===== src/pce_pkg.sv =====
// Shared types and constants for the palette color encoder register port.
package pce_pkg;

    localparam int PALETTE_DEPTH_DEF = 512;

    localparam int ACTION_W = 2;
    localparam int REG_W    = 3;
    localparam int BYTE_W   = 8;
    localparam int DIV_W    = 3;
    localparam int LINES_W  = 9;
    localparam int COLOR_W  = 9;
    localparam int PIXOUT_W = 16;
    localparam int MONO_BIT = 15;

    localparam logic [ACTION_W-1:0] ACT_WRITE = 2'd0;
    localparam logic [ACTION_W-1:0] ACT_READ  = 2'd1;
    localparam logic [ACTION_W-1:0] ACT_PIXEL = 2'd2;

    localparam logic [REG_W-1:0] REG_CTRL    = 3'd0;
    localparam logic [REG_W-1:0] REG_ADDR_LO = 3'd2;
    localparam logic [REG_W-1:0] REG_ADDR_HI = 3'd3;
    localparam logic [REG_W-1:0] REG_DATA_LO = 3'd4;
    localparam logic [REG_W-1:0] REG_DATA_HI = 3'd5;

    localparam logic [DIV_W-1:0]   DIV_FOUR    = 3'd4;
    localparam logic [DIV_W-1:0]   DIV_THREE   = 3'd3;
    localparam logic [DIV_W-1:0]   DIV_TWO     = 3'd2;
    localparam logic [LINES_W-1:0] LINES_SHORT = 9'd262;
    localparam logic [LINES_W-1:0] LINES_LONG  = 9'd263;

    localparam logic [COLOR_W-1:0] BLANK_COLOR = 9'h1FF;
    localparam logic [BYTE_W-1:0]  RD_UNMAPPED = 8'hFF;
    localparam logic [BYTE_W-1:0]  RD_HI_BASE  = 8'hFE;

    typedef enum logic [2:0] {
        K_NONE,
        K_RD_LO,
        K_RD_HI,
        K_RD_FF,
        K_PIXEL
    } t_kind;

    typedef struct packed {
        t_kind              kind;
        logic               blank;
        logic               mono;
        logic [DIV_W-1:0]   div;
        logic [LINES_W-1:0] lines;
    } t_s1;

endpackage


===== src/pce_back.sv =====
// Result formatting and output register.
module pce_back import pce_pkg::*; (
    input  logic                 i_clk,
    input  logic                 i_rst_n,
    input  t_s1                  i_s1,
    input  logic                 i_s1_vld,
    input  logic [BYTE_W-1:0]    i_ram_lo,
    input  logic                 i_ram_hi,
    output logic                 o_take,
    output logic                 o_valid,
    input  logic                 i_stall,
    output logic [BYTE_W-1:0]    o_read_data,
    output logic [PIXOUT_W-1:0]  o_pixel_color,
    output logic [DIV_W-1:0]     o_dot_divider,
    output logic [LINES_W-1:0]   o_frame_lines
);

    logic                r_vld;
    logic [BYTE_W-1:0]   r_rd, n_rd;
    logic [PIXOUT_W-1:0] r_pc, n_pc;
    logic [DIV_W-1:0]    r_div;
    logic [LINES_W-1:0]  r_lines;
    logic [COLOR_W-1:0]  color;

    assign o_take = !r_vld || !i_stall;
    assign color  = i_s1.blank ? BLANK_COLOR : {i_ram_hi, i_ram_lo};

    always_comb begin
        n_rd = '0;
        n_pc = '0;
        unique case (i_s1.kind)
            K_RD_LO: n_rd = i_ram_lo;
            K_RD_HI: n_rd = RD_HI_BASE | BYTE_W'(i_ram_hi);
            K_RD_FF: n_rd = RD_UNMAPPED;
            K_PIXEL: begin
                n_pc           = PIXOUT_W'(color);
                n_pc[MONO_BIT] = i_s1.mono;
            end
            default: n_rd = '0;
        endcase
    end

    always_ff @(posedge i_clk) begin
        if (!i_rst_n) begin
            r_vld <= 1'b0;
        end else if (o_take) begin
            r_vld <= i_s1_vld;
        end
    end

    always_ff @(posedge i_clk) begin
        if (o_take && i_s1_vld) begin
            r_rd    <= n_rd;
            r_pc    <= n_pc;
            r_div   <= i_s1.div;
            r_lines <= i_s1.lines;
        end
    end

    assign o_valid       = r_vld;
    assign o_read_data   = r_rd;
    assign o_pixel_color = r_pc;
    assign o_dot_divider = r_div;
    assign o_frame_lines = r_lines;

    a_one_field: assert property (@(posedge i_clk) disable iff (!i_rst_n)
        (r_vld && r_rd != '0) |-> r_pc == '0)
        else $error("read byte and pixel color both set");

endmodule


===== config.mk =====
export PLATFORM = sky130hd
export DESIGN_NAME = pce_back
export DESIGN_NICKNAME = d
export VERILOG_FILES = /design/src/pce_pkg.sv /design/src/pce_back.sv
export SDC_FILE = /design/constraint.sdc
export NUM_CORES = 1
export LEC_CHECK = 0
export ABC_CLOCK_PERIOD_IN_PS = 1900
export BUFFER_PORTS_ARGS = -buffer_cell sky130_fd_sc_hd__clkbuf_2
export CAP_MARGIN = 30
export CORE_UTILIZATION = 40
export DETAILED_ROUTE_END_ITERATION = 12
export PLACE_DENSITY = 0.79
export SLEW_MARGIN = 20
export SYNTH_ARGS = -nofsm -noshare
export SYNTH_HDL_FRONTEND = slang
export SYNTH_SLANG_ARGS = --single-unit

===== constraint.sdc =====
create_clock -name i_clk -period 1.9 [get_ports i_clk]
set_clock_uncertainty 0.2 [all_clocks]
set_input_delay 0 -clock i_clk [delete_from_list [all_inputs] [get_ports i_clk]]
set_output_delay 0 -clock i_clk [all_outputs]
set_load 0.01 [all_outputs]

# Word-level counts from Yosys, hierarchy flattened

Cells that the tools add are included.

Word-level logic and storage cells: 16
Output and inout bits: 38
Input bits: 30
Register bits: 37

Muxes and demuxes: 2
Eq/ne operators: 4
Reduce and logical (&&, ||, !) cells: 4

Operators with widths:

| cell                                                                   | count |
|---|---|
| 8-bit one-hot mux with 3 select lines                                  | 1 |
| 9-bit 2-to-1 mux                                                       | 1 |
| 3-bit by 2-bit equality test with 1-bit output (second input constant) | 2 |
| 3-bit by 1-bit equality test with 1-bit output (second input constant) | 1 |
| 3-bit equality test (second input constant)                            | 1 |
| 1-bit zero test                                                        | 2 |
| 1-bit logical AND                                                      | 1 |
| 1-bit logical OR                                                       | 1 |

# Longest topological paths before layout

Gate-level depths: netlist of the first run.

Depth in word-level cells: 3
Mapped depth: 3
Depth with buffers taken out: 2

# Least setup slack after synthesis of the first run

Ideal clock, no wire load.

Path type: flip-flop to flip-flop
From: register r_vld (netlist: o_valid)
To: register r_div[0] (netlist: o_dot_divider[0]) (enable)
Path slack: 0.075 ns
Cell stages (with the launch flop): 3
Required time: 1.310 ns
Arrival time: 1.235 ns
Period minus slack after synthesis: 1.825 ns
Cell sequence: dfxtp_1 > nand2_1 > and2_1

Longest elaborated chain between the ends: 3

Ends and longest elaborated chain:

| element                | RTL line       | RTL |
|---|---|---|
| start, declared        | pce_back.sv:18 | `logic r_vld;` |
| start signal, assigned | pce_back.sv:47 | `r_vld <= i_s1_vld;` |
| 1-bit zero test        | pce_back.sv:25 | `assign o_take = !r_vld \|\| !i_stall;` |
| 1-bit logical OR       | pce_back.sv:25 |  |
| net o_take             | pce_back.sv:9  | `output logic o_take,` |
| 1-bit logical AND      | pce_back.sv:52 | `if (o_take && i_s1_vld) begin` |
| end signal, assigned   | pce_back.sv:55 | `r_div <= i_s1.div;` |
| end, declared          | pce_back.sv:21 | `logic [DIV_W-1:0] r_div;` |

The timed path passes the listed nets, and every way through them passes these cells.
A chain may end at the register's enable or synchronous reset.

# Worst setup path after layout of the first run

From: input i_s1[14] (netlist bit)
To: register r_pc[2] (netlist: o_pixel_color[2]), data pin

Longest elaborated chain between the ends: 1

Ends and longest elaborated chain:

| element              | RTL line       | RTL |
|---|---|---|
| start, declared      | pce_back.sv:5  | `input t_s1 i_s1,` |
| 3-bit equality test  | pce_back.sv:31 | `unique case (i_s1.kind)` |
| end signal, assigned | pce_back.sv:54 | `r_pc <= n_pc;` |
| end, declared        | pce_back.sv:20 | `logic [PIXOUT_W-1:0] r_pc, n_pc;` |

Every way passes these cells.

==> flow_summary.toml, run 1 <==
[sta]
rsz0062_at_grt = "no"
finalSetupViolCount = 0
tns_ns = 0
fin_crit_ns = 1.76
fin_crit_sh_pct = 92.5
maxSlewViolCount = 0
finalHoldViolCount = 0
fmax_mhz = 569

[logic_synthesis]
synth_flop_cell = "edfxtp_1"
synth_top_area_cell = "edfxtp_1"
synth-async-reset-ratio_pct = 0
synth_compound_area_share_pct = 9.83
syn-instance-count = 74
yosysMostFrequentCell = "edfxtp_1"
synth_top_area_share_pct = 75.3
yosysSeqAreaShare_pct = 77.0
synthMuxAreaShare_pct = 0
yosys.area_share.adder_pct = 0
synth_xor_area_share_pct = 0
synthSimpleGateAreaFrac_pct = 5.96
netlist_area_um2 = 1200
synth_cell_types = 14
synth_top_family_by_area = "compound AO/OA/AOI/OAI gates"
syn_area_per_cell_um2 = 16.2
ys_top_cells_by_count = "edfxtp_1, a21oi_1, o21a_1"
synth_area_leaders = "edfxtp_1, o21a_1, a21oi_1, buf_4, buf_6"
synth_edf_count = 30
ys_ff_latch = 31
yosys_warnings = 0

[routing]
viasPerCell = 4.69
ant_nets = 0
drt_iter0_drc = 65
drt_wl_total_um = 2890
wl_per_cell_um = 13.7
drtPass1Iterations = 8
drc = 21
vias = 990

[floorplan]
die_y_um = 56.7
num_rows = 19
core-area_um2 = 2810
die_x_um = 56.7
io_pins = 68
dieArea_um2 = 3210
start_util_pct = 42.6

[worst_setup_path]
critPathCaptureType = "flop"
reg2reg_from = "o_valid"
cp-start-kind = "input port"
r2r_cells = 3
r2r_slack_ns = 0.46
cp_max_fo = 6
worstReg2RegEnd = "o_valid"
critPathRequiredTime_ns = 1.90
arrival_ns = 1.75
criticalPathCategory = "in -> reg"

[cts]
clock_latency_ns = 0.32
clockBufferDepth = 2
cts_max_level = 2
post_cts_resized = 0
clkSinkCount = 31
cts-root-buf = "clkbuf_4"
cts_tree = "yes"
path_clk_slew_ns = 0.09
cts-buffers-inserted = 5

[power_and_ir_drop]
power_leakage_nw = 0.879
ir_drop_v = 0.000299
p_per_area_nw_per_um2 = 709
total_power_mw = 1.38

[worst_hold_path]
whs_path_depth = 3
holdPathEnd = "o_take"
hp-class = "in -> out"
min_from = "i_stall"

[flow_run]
cap_violations = 0

[finish]
diodes = 0
final_util_pct = 69.5
areaGrowthSynthToFinish_pct = 63.1
layout-drive-gt1-share_pct = 38.9
fillerInstances = 191
finalNetCount = 209
fin_cells = 211

[global_routing]
overflow = 0
antenna_found_initial = 0
grt_max_degree = 31
grt_pass1_vias = 960
grtUsageTotal_pct = 20.1
grt_pass1_wl_um = 4560

[place]
io_buffers = 61
dp.cells = 162
place.gp.congestion = 0.817
dp_hpwl_um = 1530

[status]
outcome = "finished, violations left"
violations = "design-rule violations"
==> per-stage QoR <==
step                setup slack, ns  cell area [um2]  hold slack [ns]
floorplan                    0.0750             1210           -0.121
global placement              0.662             1500          -0.0217
detailed placement            0.647             1500          -0.0208
CTS                          0.0563             1940           0.0132
global route                 0.0768             1950           0.0850
finish                        0.143             1950           0.0706
==> placed cells by master (no fill, tap or decap), drive strengths merged <==
master       instances
clkbuf              67
o21a                 9
nor3b                1
dfxtp                1
o21ai                1
buf                  3
edfxtp              30
dlygate4sd3         39
clkinv               2
nor2b                1
nand2                2
and2                 2
conb                 6
a21oi                9
nor2                 7
==> cell type report <==
type	instances	area, um2	area share [%]
clock buffers	6	41.3	2.12
clock inverters	2	7.51	0.385
multi-input cells	38	211	10.8
flip-flops and latches	31	921	47.2
well taps	31	38.8	1.99
repair buffers	103	731	37.5
==> worst max-delay path by stage <==
stage | start | end | slack (ns) | cells past startpoint
2_1_floorplan | o_valid | o_dot_divider[0] | 0.07 | 2
6_report | i_s1[14] | o_pixel_color[2] | 0.14 | 6
5_1_grt | i_s1[14] | o_pixel_color[0] | 0.08 | 6
3_5_place_dp | o_valid | o_read_data[7] | 0.65 | 3
4_1_cts | i_s1[14] | o_pixel_color[1] | 0.06 | 5
3_3_place_gp | o_valid | o_pixel_color[2] | 0.66 | 3
==> kinds of logic (layout without fill, tap and decap cells) <==
group	after synthesis	count (layout)
buf+inv	10	111
other cells	1	6
flops	31	31
compound gates	19	19
simple gates	13	13
==> worst max-delay path: stages <==
cell           delay, ns
dlygate4sd3_1       0.53
clkbuf_2            0.17
nor3b_4             0.22
buf_4               0.16
o21a_1              0.12
dlygate4sd3_1       0.55
==> flip-flops by register name, indices dropped and copies added, names as in the netlist <==
signal and flops:
o_valid 1, o_read_data 8, o_frame_lines 9, o_pixel_color 10, o_dot_divider 3
==> power breakdown <==
part / internal (mW) / total (mW) / switching (mW)
Combinational: 0.117 / 0.224 / 0.106
Clock: 0.137 / 0.348 / 0.212
Sequential: 0.798 / 0.811 / 0.0127
==> routing by layer <==
layer / wire, um / global-route usage, % / vias up / share of wire [%]
met3: 308 / 6.91 / 8 / 11
met1: 1050 / 21.4 / 447 / 36
met4: 74 / 10.0 / 0 / 2.6
met2: 1450 / 35.0 / 69 / 50
met5: 0 / 0 / - / 0
li1: - / - / 466 / -
==> repair_timing <==
item	4_1_cts	5_1_grt
setup buffers	0	2
hold buffers	39	0
endpoints found under the setup margin	0	9
endpoints found under the hold margin	31	0
Note: power is estimated with default switching activity, not from simulation.
==> run 2: changes to the inputs <==
--- a/config.mk
+++ b/config.mk
@@ -8,9 +8,12 @@
 export ABC_CLOCK_PERIOD_IN_PS = 1900
 export BUFFER_PORTS_ARGS = -buffer_cell sky130_fd_sc_hd__clkbuf_2
 export CAP_MARGIN = 30
-export CORE_UTILIZATION = 40
+export CELL_PAD_IN_SITES_DETAIL_PLACEMENT = 1
+export CELL_PAD_IN_SITES_GLOBAL_PLACEMENT = 1
+export CORE_UTILIZATION = 33
 export DETAILED_ROUTE_END_ITERATION = 12
-export PLACE_DENSITY = 0.79
+export PLACE_DENSITY = 0.83
+export SKIP_LAST_GASP = 1
 export SLEW_MARGIN = 20
 export SYNTH_ARGS = -nofsm -noshare
 export SYNTH_HDL_FRONTEND = slang
==> run 2 against run 1 <==
Net effect: the flow now finishes without violations; critical path depth down 1; clock power rose by 8.0%; clock-buffer cell count rose by 2; hold slack better by 0.046 ns; register-to-register slack worse by 0.04 ns; die area grew 20%.
==> flow_summary.toml, run 2 (same netlist as run 1, synthesis figures left out) <==
[worst_setup_path]
critPathCaptureType = "flop"
max_stage_delay_ns = 0.70
slowest_stage = "dlygate4sd3_1"
r2r_cells = 3
cp_max_fo = 10
arrival_ns = 1.89
r2r_slack_ns = 0.42
criticalPathCategory = "in -> reg"
reg2reg_from = "o_valid"
cp-start-kind = "input port"
worstReg2RegEnd = "o_read_data[3]"
crit_buf_inv = 3
crit_chain = "dlygate4sd3_1 -> nor3b_4 -> buf_12 -> o21a_1 -> dlygate4sd3_1"
cp_common_cell = "dlygate4sd3_1"
cp_top_family = "buffers and inverters"
critPathRequiredTime_ns = 1.90

[power_and_ir_drop]
p_per_area_nw_per_um2 = 730
power_frac_seq_pct = 57.4
switching_share_pct = 25.5
power_leakage_nw = 0.863
p_int_mw = 1.06
ir_drop_v = 0.000250
p_comb_share_pct = 16.1
p_clk_share_pct = 26.5
total_power_mw = 1.42
switchingPower_uw = 362

[worst_hold_path]
holdPathEnd = "o_take"
min_from = "i_stall"
hp-class = "in -> out"
whs_path_depth = 3

[place]
place.gp.congestion = 0.756
placed_cell_area_um2 = 1500
io_buffers = 61
dp_hpwl_um = 1950
preCtsSetupSlack_ns = 0.486

[routing]
ant_nets = 0
vias = 1020
drtPass1Iterations = 4
drt_wl_total_um = 4100
drt_iter0_drc = 40
drc = 0
wl_per_cell_um = 18.4
viasPerCell = 4.57

[sta]
fin_crit_sh_pct = 99.6
tns_ns = 0
rsz0062_at_grt = "no"
fmax_mhz = 528
finalSetupViolCount = 0
maxSlewViolCount = 0
setup_slack_ns = 0.00694
finalHoldViolCount = 0
fin_crit_ns = 1.89

[finish]
areaGrowthSynthToFinish_pct = 62.8
layout_commonest_cell = "clkbuf_2"
layout-drive-gt1-share_pct = 38.4
diodes = 0
layout_common_cells = "clkbuf_2, dlygate4sd3_1, edfxtp_1, a21oi_1, o21a_1"
largest_reg_flops = 10
finalNetCount = 206
fin_area_um2 = 1950

[floorplan]
io_pins = 68
core-area_um2 = 3420
start_util_pct = 35.0
die_y_um = 62.2
die_x_um = 62.2
num_rows = 21
dieArea_um2 = 3870

[global_routing]
grt_max_degree = 31
grt_pass1_wl_um = 6300
grtUsageTotal_pct = 22.9
grt_pass1_vias = 1081
antenna_found_initial = 0
overflow = 0

[flow_run]
cap_violations = 0

[cts]
clock_latency_ns = 0.32
cts_tree = "yes"
cts-buffers-inserted = 5
clockBufferDepth = 2
cts_max_level = 2
cts-root-buf = "clkbuf_4"
post_cts_resized = 0
path_clk_slew_ns = 0.11
clkSinkCount = 31

[status]
outcome = "completed"
-- run 2: cell types whose count changed in the layout (fill, tap and decap cells not counted) --
cell,change
clkbuf_1,+2
clkinv_1,-2
buf_4,-1
clkbuf_2,-1
dlygate4sd3_1,-1
-- run 2: worst register-to-register path, stage by stage, from the launching register on --
cell and delay [ns]:
dfxtp_1 0.35, nand2_1 0.10, and2_1 0.15, buf_4 0.35
-- run 2: power by group through the flow --
stage / sequential [mW] / clock [mW] / combinational (mW)
after floorplan: 0.850 / 0 / 0.0627
after global placement: 0.826 / 0 / 0.150
after detailed placement: 0.827 / 0 / 0.154
after CTS: 0.811 / 0.357 / 0.214
after global routing: 0.820 / 0.410 / 0.246
final: 0.816 / 0.376 / 0.229
-- run 2: layout make-up --
class,instances,area [um2]
Clock buffer,8,48.8
Fill cell,365,1470
Multi-Input combinational cell,38,211
Sequential cell,31,921
Tap cell,46,57.6
Timing Repair Buffer,100,708
-- run 2: repair_timing --
action                     CTS  global route
setup endpoints to repair    0             9
hold buffers                38             0
buffers inserted             0             1
hold endpoints to repair    31             0
-- run 2: how the worst max path moves through the flow --
stage	startpoint	endpoint	slack [ns]	cells past startpoint
2_1_floorplan	o_valid	o_dot_divider[0]	0.07	2
3_3_place_gp	o_valid	o_pixel_color[7]	0.55	3
3_5_place_dp	o_valid	o_pixel_color[7]	0.49	3
4_1_cts	i_s1[15]	o_pixel_color[6]	0.03	5
5_1_grt	i_s1[14]	o_pixel_color[6]	0.0006	5
6_report	i_s1[14]	o_pixel_color[4]	0.007	5
-- run 2: stage by stage --
step | utilization (%) | instances | hold slack, ns
2_1_floorplan | - | 79 | -0.121
3_3_place_gp | 44.0 | 177 | -0.0194
3_5_place_dp | 44.0 | 177 | -0.0211
4_1_cts | 56.6 | 223 | 0.0901
5_1_grt | 57.0 | 223 | 0.148
6_report | 57.0 | 223 | 0.116
-- run 2: per-layer routing --
metal | vias to the layer above | GRT usage, % | share of wire, %
met3 | 11 | 6.43 | 8.0
met5 | - | 0 | 0
met1 | 483 | 27.2 | 41
met2 | 66 | 37.9 | 49
met4 | 0 | 11.6 | 2.6
li1 | 460 | - | -
